`src/hdl/clnws_pkg.sv`:
```
// shared types, register map and constants of the character lcd nibble write sequencer
`default_nettype none

package clnws_pkg;

  // configuration port
  localparam int unsigned CFG_INDEX_W = 2;
  localparam int unsigned CFG_DATA_W  = 24;

  localparam logic [CFG_INDEX_W-1:0] REG_POWER_UP    = 2'd0;
  localparam logic [CFG_INDEX_W-1:0] REG_ENABLE_HIGH = 2'd1;
  localparam logic [CFG_INDEX_W-1:0] REG_SETTLE      = 2'd2;

  // timing register widths and reset values
  localparam int unsigned POWER_UP_W    = 24;
  localparam int unsigned ENABLE_HIGH_W = 8;
  localparam int unsigned SETTLE_W      = 16;
  localparam int unsigned WAIT_W        = 24;

  localparam logic [POWER_UP_W-1:0]    POWER_UP_RESET    = 24'd13333333;
  localparam logic [ENABLE_HIGH_W-1:0] ENABLE_HIGH_RESET = 8'd10;
  localparam logic [SETTLE_W-1:0]      SETTLE_RESET      = 16'd50000;

  localparam logic [WAIT_W-1:0] WAIT_ONE = 24'd1;

  // request opcodes
  typedef enum logic [2:0] {
    OP_TICK   = 3'd0,
    OP_CMD    = 3'd1,
    OP_CHAR   = 3'd2,
    OP_CLEAR  = 3'd3,
    OP_CURSOR = 3'd4
  } op_t;

  // lcd command bytes
  localparam logic [7:0] BYTE_DISPLAY_ON = 8'h0F;
  localparam logic [7:0] BYTE_CLEAR      = 8'h01;
  localparam logic [7:0] ROW1_BASE       = 8'h80;
  localparam logic [7:0] ROW2_BASE       = 8'hC0;
  localparam logic [1:0] ROW_FIRST       = 2'd1;

  // init sequence bookkeeping
  localparam logic [2:0] INIT_BYTE_STEP = 3'd4;
  localparam logic [2:0] INIT_DONE      = 3'd5;
  localparam logic [2:0] INIT_LAST_NIB  = 3'd3;

  // sequencer phases
  typedef enum logic [3:0] {
    PH_POWER  = 4'b0001,
    PH_ENHIGH = 4'b0010,
    PH_SETTLE = 4'b0100,
    PH_IDLE   = 4'b1000
  } phase_t;

  // classified request handed from front to back
  typedef struct packed {
    logic       start;
    logic       rs;
    logic [7:0] data;
  } req_t;

  // queue geometry
  localparam int unsigned QUEUE_DEPTH = 2;
  localparam int unsigned QUEUE_PTR_W = $clog2(QUEUE_DEPTH);
  localparam int unsigned QUEUE_CNT_W = $clog2(QUEUE_DEPTH + 1);

  // power-on nibble sequence 3, 3, 3, 2
  function automatic logic [3:0] init_nibble(input logic [1:0] idx);
    logic [3:0] nib;
    nib = (idx == 2'd3) ? 4'h2 : 4'h3;
    return nib;
  endfunction

  // phase length n shown on n beats, zero treated as one
  function automatic logic [WAIT_W-1:0] len_minus_one(input logic [WAIT_W-1:0] n);
    logic [WAIT_W-1:0] r;
    r = (n == '0) ? '0 : n - WAIT_ONE;
    return r;
  endfunction

endpackage

`default_nettype wire

```
`src/hdl/char_lcd_nibble_write_sequencer.sv`:
```
// top level of the character lcd 4-bit write sequencer
`default_nettype none

// Drives a character LCD controller over a 4-bit write-only bus. Every input
// beat is one tick of time and yields exactly one result beat carrying the pin
// levels after that tick, the busy flag and whether the beat's request was taken.
// After reset enable is held high for power_up_ticks, then nibbles 3, 3, 3, 2 and
// the command 0x0F are sent; later requests (command, character, clear, cursor)
// go out as two nibbles, high first, each enable_high_ticks high and settle_ticks
// low. Requests while busy are refused. One beat is taken every clock cycle
// while the queue is not full; the sequencer advances one tick per cycle
// while a beat is queued and the output is not stalled. A two-entry queue
// between the request decoder and the sequencer lets input and output stall
// independently. The user must write timing registers only when no beats are
// in flight; the block does not enforce this. cfg_ready is always high.
module char_lcd_nibble_write_sequencer (
  input  logic                               clk,
  input  logic                               rst,
  input  logic                               in_valid,
  output logic                               in_stall,
  input  logic [2:0]                         op,
  input  logic [7:0]                         byte_value,
  input  logic [1:0]                         row,
  input  logic [5:0]                         column,
  output logic                               out_valid,
  input  logic                               out_stall,
  output logic                               rs_pin,
  output logic                               rw_pin,
  output logic                               en_pin,
  output logic [3:0]                         data_nibble,
  output logic                               busy_res,
  output logic                               accepted,
  input  logic                               cfg_valid,
  output logic                               cfg_ready,
  input  logic [clnws_pkg::CFG_INDEX_W-1:0]  cfg_index,
  input  logic [clnws_pkg::CFG_DATA_W-1:0]   cfg_data
);
  import clnws_pkg::*;

  logic q_push;
  logic q_pop;
  logic q_full;
  logic q_nonempty;
  req_t q_entry;
  req_t q_head;

  // request decode
  clnws_front u_front (
    .in_valid   (in_valid),
    .in_stall   (in_stall),
    .op         (op),
    .byte_value (byte_value),
    .row        (row),
    .column     (column),
    .q_full     (q_full),
    .q_push     (q_push),
    .q_entry    (q_entry)
  );

  // decoupling queue
  clnws_queue u_queue (
    .clk        (clk),
    .rst        (rst),
    .push       (q_push),
    .push_entry (q_entry),
    .full       (q_full),
    .nonempty   (q_nonempty),
    .head       (q_head),
    .pop        (q_pop)
  );

  // pin sequencer and result register
  clnws_back u_back (
    .clk         (clk),
    .rst         (rst),
    .q_nonempty  (q_nonempty),
    .q_head      (q_head),
    .q_pop       (q_pop),
    .cfg_valid   (cfg_valid),
    .cfg_ready   (cfg_ready),
    .cfg_index   (cfg_index),
    .cfg_data    (cfg_data),
    .out_valid   (out_valid),
    .out_stall   (out_stall),
    .rs_pin      (rs_pin),
    .rw_pin      (rw_pin),
    .en_pin      (en_pin),
    .data_nibble (data_nibble),
    .busy_res    (busy_res),
    .accepted    (accepted)
  );

endmodule

`default_nettype wire

```
`src/hdl/clnws_front.sv`:
```
// front end: takes request beats and turns them into byte transfers for the queue
`default_nettype none

module clnws_front (
  input  logic              in_valid,
  output logic              in_stall,
  input  logic [2:0]        op,
  input  logic [7:0]        byte_value,
  input  logic [1:0]        row,
  input  logic [5:0]        column,
  input  logic              q_full,
  output logic              q_push,
  output clnws_pkg::req_t   q_entry
);
  import clnws_pkg::*;

  logic [7:0] cursor_addr;

  // hold off the source while the queue is full
  assign in_stall = q_full;
  assign q_push   = in_valid && !q_full;

  // cursor address is row base plus column, at most 0xFF, so it never wraps
  assign cursor_addr = ((row == ROW_FIRST) ? ROW1_BASE : ROW2_BASE) + {2'b00, column};

  // classify the opcode into a byte and register select
  always_comb begin
    q_entry.start = 1'b0;
    q_entry.rs    = 1'b0;
    q_entry.data  = '0;
    unique case (op)
      OP_CMD: begin
        q_entry.start = 1'b1;
        q_entry.data  = byte_value;
      end
      OP_CHAR: begin
        q_entry.start = 1'b1;
        q_entry.rs    = 1'b1;
        q_entry.data  = byte_value;
      end
      OP_CLEAR: begin
        q_entry.start = 1'b1;
        q_entry.data  = BYTE_CLEAR;
      end
      OP_CURSOR: begin
        q_entry.start = 1'b1;
        q_entry.data  = cursor_addr;
      end
      default: begin
        // plain tick and unused codes only advance time
        q_entry.start = 1'b0;
      end
    endcase
  end

endmodule

`default_nettype wire

```
`src/hdl/clnws_queue.sv`:
```
// two-entry queue between request decode and the pin sequencer
`default_nettype none

module clnws_queue (
  input  logic            clk,
  input  logic            rst,
  input  logic            push,
  input  clnws_pkg::req_t push_entry,
  output logic            full,
  output logic            nonempty,
  output clnws_pkg::req_t head,
  input  logic            pop
);
  import clnws_pkg::*;

  localparam logic [QUEUE_CNT_W-1:0] QUEUE_FULL = QUEUE_CNT_W'(QUEUE_DEPTH);
  localparam logic [QUEUE_CNT_W-1:0] CNT_ONE    = QUEUE_CNT_W'(1);
  localparam logic [QUEUE_PTR_W-1:0] PTR_ONE    = QUEUE_PTR_W'(1);

  req_t                   slots [QUEUE_DEPTH];
  logic [QUEUE_PTR_W-1:0] wr_ptr;
  logic [QUEUE_PTR_W-1:0] rd_ptr;
  logic [QUEUE_CNT_W-1:0] count;

  assign full     = (count == QUEUE_FULL);
  assign nonempty = (count != '0);
  assign head     = slots[rd_ptr];

  // entry storage
  always_ff @(posedge clk) begin
    if (push) begin
      slots[wr_ptr] <= push_entry;
    end
  end

  // pointers and fill count
  always_ff @(posedge clk) begin
    if (rst) begin
      wr_ptr <= '0;
      rd_ptr <= '0;
      count  <= '0;
    end else begin
      if (push) begin
        wr_ptr <= wr_ptr + PTR_ONE;
      end
      if (pop) begin
        rd_ptr <= rd_ptr + PTR_ONE;
      end
      unique case ({push, pop})
        2'b10:   count <= count + CNT_ONE;
        2'b01:   count <= count - CNT_ONE;
        default: count <= count;
      endcase
    end
  end

  // neither side may overrun or underrun the queue
  a_no_overflow: assert property (@(posedge clk) disable iff (rst) push |-> !full)
    else $error("queue push while full");
  a_no_underflow: assert property (@(posedge clk) disable iff (rst) pop |-> nonempty)
    else $error("queue pop while empty");

endmodule

`default_nettype wire

```
`src/hdl/clnws_back.sv`:
```
// back end: timing registers, power-up and nibble sequencer, result register
`default_nettype none

module clnws_back (
  input  logic                                clk,
  input  logic                                rst,
  input  logic                                q_nonempty,
  input  clnws_pkg::req_t                     q_head,
  output logic                                q_pop,
  input  logic                                cfg_valid,
  output logic                                cfg_ready,
  input  logic [clnws_pkg::CFG_INDEX_W-1:0]   cfg_index,
  input  logic [clnws_pkg::CFG_DATA_W-1:0]    cfg_data,
  output logic                                out_valid,
  input  logic                                out_stall,
  output logic                                rs_pin,
  output logic                                rw_pin,
  output logic                                en_pin,
  output logic [3:0]                          data_nibble,
  output logic                                busy_res,
  output logic                                accepted
);
  import clnws_pkg::*;

  // timing registers
  logic [POWER_UP_W-1:0]    power_up_ticks;
  logic [ENABLE_HIGH_W-1:0] enable_high_ticks;
  logic [SETTLE_W-1:0]      settle_ticks;

  // sequencer state
  phase_t            phase, phase_next;
  logic [WAIT_W-1:0] wait_count, wait_count_next;
  logic [2:0]        init_step, init_step_next;
  logic [7:0]        pending_byte, pending_byte_next;
  logic              pending_rs, pending_rs_next;
  logic              low_half_next, low_half_next_next;
  logic              rs_level, rs_level_next;
  logic              en_level, en_level_next;
  logic [3:0]        nib_level, nib_level_next;
  logic              acc_next;

  logic       start_nib;
  logic [3:0] start_nib_val;
  logic       start_nib_rs;
  logic [2:0] init_step_inc;
  logic       cfg_write;

  // one queued beat advances the sequencer by one tick
  assign q_pop     = q_nonempty && (!out_valid || !out_stall);
  assign cfg_ready = 1'b1;
  assign cfg_write = cfg_valid && cfg_ready;
  assign rw_pin    = 1'b0;

  assign init_step_inc = init_step + 3'd1;

  // next state for one tick
  always_comb begin
    phase_next         = phase;
    wait_count_next    = wait_count;
    init_step_next     = init_step;
    pending_byte_next  = pending_byte;
    pending_rs_next    = pending_rs;
    low_half_next_next = low_half_next;
    rs_level_next      = rs_level;
    en_level_next      = en_level;
    nib_level_next     = nib_level;
    acc_next           = 1'b0;
    start_nib          = 1'b0;
    start_nib_val      = '0;
    start_nib_rs       = 1'b0;

    if (phase == PH_IDLE) begin
      // idle: a byte request starts its high nibble
      if (q_head.start) begin
        acc_next           = 1'b1;
        pending_byte_next  = q_head.data;
        pending_rs_next    = q_head.rs;
        low_half_next_next = 1'b1;
        start_nib          = 1'b1;
        start_nib_val      = q_head.data[7:4];
        start_nib_rs       = q_head.rs;
      end
    end else if (wait_count == '0) begin
      // current phase ends on this tick
      unique case (phase)
        PH_POWER: begin
          init_step_next = '0;
          start_nib      = 1'b1;
          start_nib_val  = init_nibble(2'd0);
        end
        PH_ENHIGH: begin
          en_level_next   = 1'b0;
          phase_next      = PH_SETTLE;
          wait_count_next = len_minus_one(WAIT_W'(settle_ticks));
        end
        PH_SETTLE: begin
          if (init_step < INIT_BYTE_STEP) begin
            init_step_next = init_step_inc;
            start_nib      = 1'b1;
            if (init_step != INIT_LAST_NIB) begin
              start_nib_val = init_nibble(init_step_inc[1:0]);
            end else begin
              // init nibbles done, send display-on command
              pending_byte_next  = BYTE_DISPLAY_ON;
              pending_rs_next    = 1'b0;
              low_half_next_next = 1'b1;
              start_nib_val      = BYTE_DISPLAY_ON[7:4];
            end
          end else if (low_half_next) begin
            low_half_next_next = 1'b0;
            start_nib          = 1'b1;
            start_nib_val      = pending_byte[3:0];
            start_nib_rs       = pending_rs;
          end else begin
            init_step_next  = INIT_DONE;
            phase_next      = PH_IDLE;
            wait_count_next = '0;
          end
        end
        default: begin
          phase_next = phase;
        end
      endcase
    end else begin
      wait_count_next = wait_count - WAIT_ONE;
    end

    // raise enable with the new nibble on the data lines
    if (start_nib) begin
      rs_level_next   = start_nib_rs;
      en_level_next   = 1'b1;
      nib_level_next  = start_nib_val;
      phase_next      = PH_ENHIGH;
      wait_count_next = len_minus_one(WAIT_W'(enable_high_ticks));
    end
  end

  // timing register writes
  always_ff @(posedge clk) begin
    if (rst) begin
      power_up_ticks    <= POWER_UP_RESET;
      enable_high_ticks <= ENABLE_HIGH_RESET;
      settle_ticks      <= SETTLE_RESET;
    end else if (cfg_write) begin
      unique case (cfg_index)
        REG_POWER_UP:    power_up_ticks    <= cfg_data[POWER_UP_W-1:0];
        REG_ENABLE_HIGH: enable_high_ticks <= cfg_data[ENABLE_HIGH_W-1:0];
        REG_SETTLE:      settle_ticks      <= cfg_data[SETTLE_W-1:0];
        default:         power_up_ticks    <= power_up_ticks;
      endcase
    end
  end

  // sequencer registers; a power-up length write in PH_POWER restarts the wait
  always_ff @(posedge clk) begin
    if (rst) begin
      phase         <= PH_POWER;
      wait_count    <= WAIT_W'(POWER_UP_RESET);
      init_step     <= '0;
      pending_byte  <= '0;
      pending_rs    <= 1'b0;
      low_half_next <= 1'b0;
      rs_level      <= 1'b0;
      en_level      <= 1'b1;
      nib_level     <= '0;
    end else begin
      if (q_pop) begin
        phase         <= phase_next;
        init_step     <= init_step_next;
        pending_byte  <= pending_byte_next;
        pending_rs    <= pending_rs_next;
        low_half_next <= low_half_next_next;
        rs_level      <= rs_level_next;
        en_level      <= en_level_next;
        nib_level     <= nib_level_next;
      end
      if (cfg_write && (cfg_index == REG_POWER_UP) && (phase == PH_POWER)) begin
        wait_count <= WAIT_W'(cfg_data[POWER_UP_W-1:0]);
      end else if (q_pop) begin
        wait_count <= wait_count_next;
      end
    end
  end

  // result register valid
  always_ff @(posedge clk) begin
    if (rst) begin
      out_valid <= 1'b0;
    end else if (q_pop) begin
      out_valid <= 1'b1;
    end else if (!out_stall) begin
      out_valid <= 1'b0;
    end
  end

  // result register payload
  always_ff @(posedge clk) begin
    if (q_pop) begin
      rs_pin      <= rs_level_next;
      en_pin      <= en_level_next;
      data_nibble <= nib_level_next;
      busy_res    <= (phase_next != PH_IDLE);
      accepted    <= acc_next;
    end
  end

  // enable is never left high once the sequencer is idle
  a_idle_en_low: assert property (@(posedge clk) disable iff (rst)
    en_level |-> (phase != PH_IDLE))
    else $error("enable high while idle");

  // a taken request always shows its first strobe and busy
  a_accept_strobe: assert property (@(posedge clk) disable iff (rst)
    (out_valid && accepted) |-> (en_pin && busy_res))
    else $error("accepted beat without enable strobe");

  // idle is reached only after the init sequence finished
  a_idle_after_init: assert property (@(posedge clk) disable iff (rst)
    (phase == PH_IDLE) |-> (init_step == INIT_DONE))
    else $error("idle before init done");

endmodule

`default_nettype wire

```
`config.mk`:
```
export PLATFORM = sky130hd
export DESIGN_NAME = char_lcd_nibble_write_sequencer
export DESIGN_NICKNAME = d
export VERILOG_FILES = /design/src/hdl/clnws_pkg.sv /design/src/hdl/char_lcd_nibble_write_sequencer.sv /design/src/hdl/clnws_front.sv /design/src/hdl/clnws_queue.sv /design/src/hdl/clnws_back.sv
export SDC_FILE = /design/constraint.sdc
export NUM_CORES = 1
export LEC_CHECK = 0
export ABC_AREA = 1
export BUFFER_PORTS_ARGS = -buffer_cell sky130_fd_sc_hd__buf_2
export CORE_ASPECT_RATIO = 1.5
export CORE_MARGIN = 2
export CORE_UTILIZATION = 45
export CTS_BUF_LIST = sky130_fd_sc_hd__clkbuf_8 sky130_fd_sc_hd__clkbuf_16
export CTS_CLUSTER_DIAMETER = 100
export DETAILED_ROUTE_END_ITERATION = 10
export PLACE_DENSITY_LB_ADDON = 0.1
export SLEW_MARGIN = 40
export SYNTH_ARGS = -nofsm -noshare
export SYNTH_HDL_FRONTEND = slang
export SYNTH_SLANG_ARGS = --single-unit
```
`constraint.sdc`:
```
create_clock -name clk -period 3.1 [get_ports clk]
set_input_delay 0.31 -clock clk [delete_from_list [all_inputs] [get_ports clk]]
set_output_delay 0.31 -clock clk [all_outputs]
set_load 0.01 [all_outputs]
```
==> run summary <==
The detailed-router iteration count before antenna repair is 5. The remaining max-slew budget at the tightest pin is 0.569. The summed instance area of the synthesized netlist came out at 5820 µm². Routability-driven placement finished with a final weighted congestion of 0.935. Clock-pin slew was measured on the worst setup and hold paths at 0.07 ns. Of all flip-flops after synthesis, the portion carrying an async set or reset was 0.

The remaining routing DRC violations is 0. The maximum number of buffers from clock root to sink came out at 2. The total clock buffers created by CTS is 9. The H-tree depth reported by CTS came out at 3. The cell area power density is 668 nW/µm². The floorplan die area is 13900 µm². The final-report setup violation count came out at 0. The remaining number of nets flagged by the antenna check after routing is 0. The number of top-level pins is 62. The gate count of the mapped netlist is 830. The flip-flop and latch count after synthesis came out at 101.

The routed wire length per instance is 15.7 µm. In this run the static leakage power is 2.95 nW. The number of instances resized during post-cts repair came out at 0. The endpoint required time on the critical path is 3.40 ns. The proportion of synthesized chip area in sequential cells is 0.395. The number of clock sinks came out at 101.

The detailed-placement wirelength estimate came out at 12400 µm. The count of final hold-check violations is 0. TritonCTS built the clock tree. The number of vias in the routed layout came out at 5634. The worst setup path is launched from a flop. The die outline height came out at 143 µm. The die boundary width is 96.9 µm.

STA classifies the critical path endpoint as a flop. The net count of the mapped netlist came out at 886. Counting flops with a built-in enable in the synthesized netlist gives 28. Clock skew on the completed layout was measured at 0.00761 ns. The maximum operating frequency is 0.405 GHz. The number of placed instances with taps included is 1027. For this run, the total global-route usage over all layers was measured as 0.238.

The routed design has 16400 µm of wire. The wire length of the first global-routing pass is 26000 µm. In the synthesized netlist the dominant register cell turns out to be sky130_fd_sc_hd__dfxtp_1. Setup repair after global routing left no endpoint under its margin.

The peak ir drop on the vdd network came out at 0.332 mV. Yosys mapped the design onto 44 distinct sky130hd cell types. The insertion delay to the later sink of the worst-skew pair is 0.36 ns. The first routing iteration left 345 violations.

The final cycle utilization of the critical path is 0.796. Row generation in the floorplan step produced 50 rows. The arrival time of data at the critical path endpoint came out at 2.77 ns. The total inserted antenna cells came out at 0. The flow ran to the end, and the final reports show no timing, DRC or antenna violations. The final cell count without fillers is 1043. The slew at the pin with the worst max-slew slack came out at 0.640 ns. The number of max-cap violations came out at 0. Compared with the post-synthesis result, the final layout area differs by 12.8%. The type of the setup path with the least slack is flop to flop.

The number of input and output port buffers inserted came out at 59. The core footprint came out at 12600 µm². Along the worst path, the maximum fanout reaches 31.

For this run the aggregate overflow at the end of global routing stands at 0. In this run the worst hold path is classified as primary input to flop. The via count of the first global-routing pass is 5403.

The total negative slack for setup checks came out at 0 ns. The number of nets in the layout came out at 938. The synthesized area per cell came out at 7.02 µm². Buffers added to address setup during post-CTS repair amount to 0. The initial cell density of the core is 0.463.

The initial antenna violation count came out at 0. The number of synthesis warnings is 0. Using the TritonRoute via totals, the vias-per-cell ratio works out to 5.40. The tree is rooted in a sky130_fd_sc_hd__clkbuf_16. The number of buffers inserted for hold repair after clock tree synthesis is 0. The maximum number of pins on one net before global-route repair came out at 53. The share of layout cells above drive strength 1 came out at 0.148. For the finished layout, the period the worst path requires is 2.47 ns. The max-slew violation count is 0.
==> cell usage after synthesis, types with 6 or more instances <==
library cell,count,area share
sky130_fd_sc_hd__o21ai_1,7,0.0060
sky130_fd_sc_hd__xnor2_1,10,0.015
sky130_fd_sc_hd__xor2_1,18,0.027
sky130_fd_sc_hd__ha_1,6,0.013
sky130_fd_sc_hd__edfxtp_1,28,0.14
sky130_fd_sc_hd__a21oi_1,52,0.045
sky130_fd_sc_hd__o211ai_1,8,0.010
sky130_fd_sc_hd__nor2_2,9,0.0097
sky130_fd_sc_hd__nor2_1,106,0.068
sky130_fd_sc_hd__nand3_1,49,0.042
sky130_fd_sc_hd__o21ai_0,50,0.043
sky130_fd_sc_hd__inv_2,11,0.0071
sky130_fd_sc_hd__nor3_1,9,0.0077
sky130_fd_sc_hd__buf_2,10,0.0086
sky130_fd_sc_hd__nand4_1,19,0.020
sky130_fd_sc_hd__dfxtp_1,73,0.25
sky130_fd_sc_hd__a31oi_1,6,0.0064
sky130_fd_sc_hd__nand2_1,224,0.14
sky130_fd_sc_hd__inv_1,72,0.046
sky130_fd_sc_hd__clkbuf_1,11,0.0071
==> sequential cells by signal (all words and copies together), names as in the netlist, 2 cells and up, named ones only <==
| name | flops |
|---|---|
| u_back.data_nibble | 4 |
| u_back.enable_high_ticks | 8 |
| u_back.init_step | 3 |
| u_back.nib_level | 4 |
| u_back.pending_byte | 4 |
| u_back.phase | 4 |
| u_back.settle_ticks | 16 |
| u_back.wait_count | 24 |
| u_queue.count | 2 |
| u_queue.slots | 20 |
==> placed cells by master, fill, tap and decap left out, types with 3 or more instances in the layout <==
cell and count:
sky130_fd_sc_hd__nand2_1 224, sky130_fd_sc_hd__nor2_1 104, sky130_fd_sc_hd__dfxtp_1 73, sky130_fd_sc_hd__inv_1 72, sky130_fd_sc_hd__buf_2 59, sky130_fd_sc_hd__a21oi_1 52
sky130_fd_sc_hd__o21ai_0 50, sky130_fd_sc_hd__nand3_1 49, sky130_fd_sc_hd__edfxtp_1 28, sky130_fd_sc_hd__nand4_1 19, sky130_fd_sc_hd__xor2_1 18, sky130_fd_sc_hd__nor2_2 11
sky130_fd_sc_hd__inv_2 11, sky130_fd_sc_hd__xnor2_1 10, sky130_fd_sc_hd__clkbuf_16 9, sky130_fd_sc_hd__o211ai_1 8, sky130_fd_sc_hd__nor3_1 7, sky130_fd_sc_hd__o21ai_1 7
sky130_fd_sc_hd__buf_4 7, sky130_fd_sc_hd__a31oi_1 6, sky130_fd_sc_hd__ha_1 6, sky130_fd_sc_hd__nand2_2 5, sky130_fd_sc_hd__a22o_1 5, sky130_fd_sc_hd__nand3b_1 5
sky130_fd_sc_hd__nor2_4 4, sky130_fd_sc_hd__nor3_2 4, sky130_fd_sc_hd__o22ai_1 3
==> cell type report <==
type                    count  area, µm²
fillers                  1245       6010
flip-flops and latches    101       2300
clock buffers               9        225
multi-input cells         618       3090
clock inverters             7       85.1
repair buffers             66        348
well taps                 156        195
inverters                  86        324
==> metrics by stage <==
step                      hold slack (ns)  setup slack, ns  area [µm²]  utilization  total power (W)
after floorplan                     0.426             1.23        5820            -          0.00281
after global placement              0.435            0.717        6250        0.497          0.00316
after detailed placement            0.453            0.678        6250        0.497          0.00320
after CTS                           0.183            0.658        6560        0.522          0.00440
after global routing                0.206            0.365        6570        0.522          0.00464
final                               0.183            0.632        6570        0.522          0.00438
==> per-layer routing <==
metal	up-vias	global-route usage	wire length, µm
li1	2810	-	-
met1	2621	0.236	5960
met2	150	0.465	9070
met3	53	0.0258	600
met4	0	0.152	794
met5	-	0	0
==> where the power goes <==
group | switching (W) | leakage (nW) | total [W] | internal, W
registers | 0.000209 | 0.862 | 0.00182 | 0.00161
logic | 0.000911 | 1.94 | 0.00137 | 0.000456
clock network | 0.000562 | 0.149 | 0.00120 | 0.000638
total | 0.00168 | 2.95 | 0.00438 | 0.00270
==> critical path, cell delays in order (launching register included) <==
cell,delay [ns]
sky130_fd_sc_hd__dfxtp_1,0.38
sky130_fd_sc_hd__nor2_1,0.18
sky130_fd_sc_hd__nand3_2,0.13
sky130_fd_sc_hd__nor2_2,0.13
sky130_fd_sc_hd__buf_4,0.20
sky130_fd_sc_hd__inv_1,0.22
sky130_fd_sc_hd__a21oi_1,0.25
sky130_fd_sc_hd__nand2_2,0.40
sky130_fd_sc_hd__inv_2,0.29
sky130_fd_sc_hd__nand2_1,0.09
sky130_fd_sc_hd__a21oi_1,0.12
==> cell families (layout without fill, tap and decap cells) <==
logic type,after synthesis,count (layout),synth area share
flip-flops,101,101,0.395
XOR/XNOR,28,28,0.0421
other,2,2,0.00129
adder cells (fa/ha/maj),6,6,0.0129
buffers and inverters,111,168,0.0771
AND/OR/NAND/NOR,443,443,0.335
AO/OA/AOI/OAI,139,139,0.136
==> path summary, 6_finish.rpt <==
path | startpoint | to | slack [ns] | cells past startpoint
worst min-delay path | cfg_data[15] | u_back.settle_ticks[15] | 0.18 | 3
worst max-delay path | u_back.phase[2] | u_back.wait_count[18] | 0.63 | 10
worst max register to register | u_back.phase[2] | u_back.wait_count[18] | 0.63 | 10
worst min register to register | u_queue.rd_ptr | flop | 0.46 | 1
Note: power is estimated with default switching activity, not from simulation.
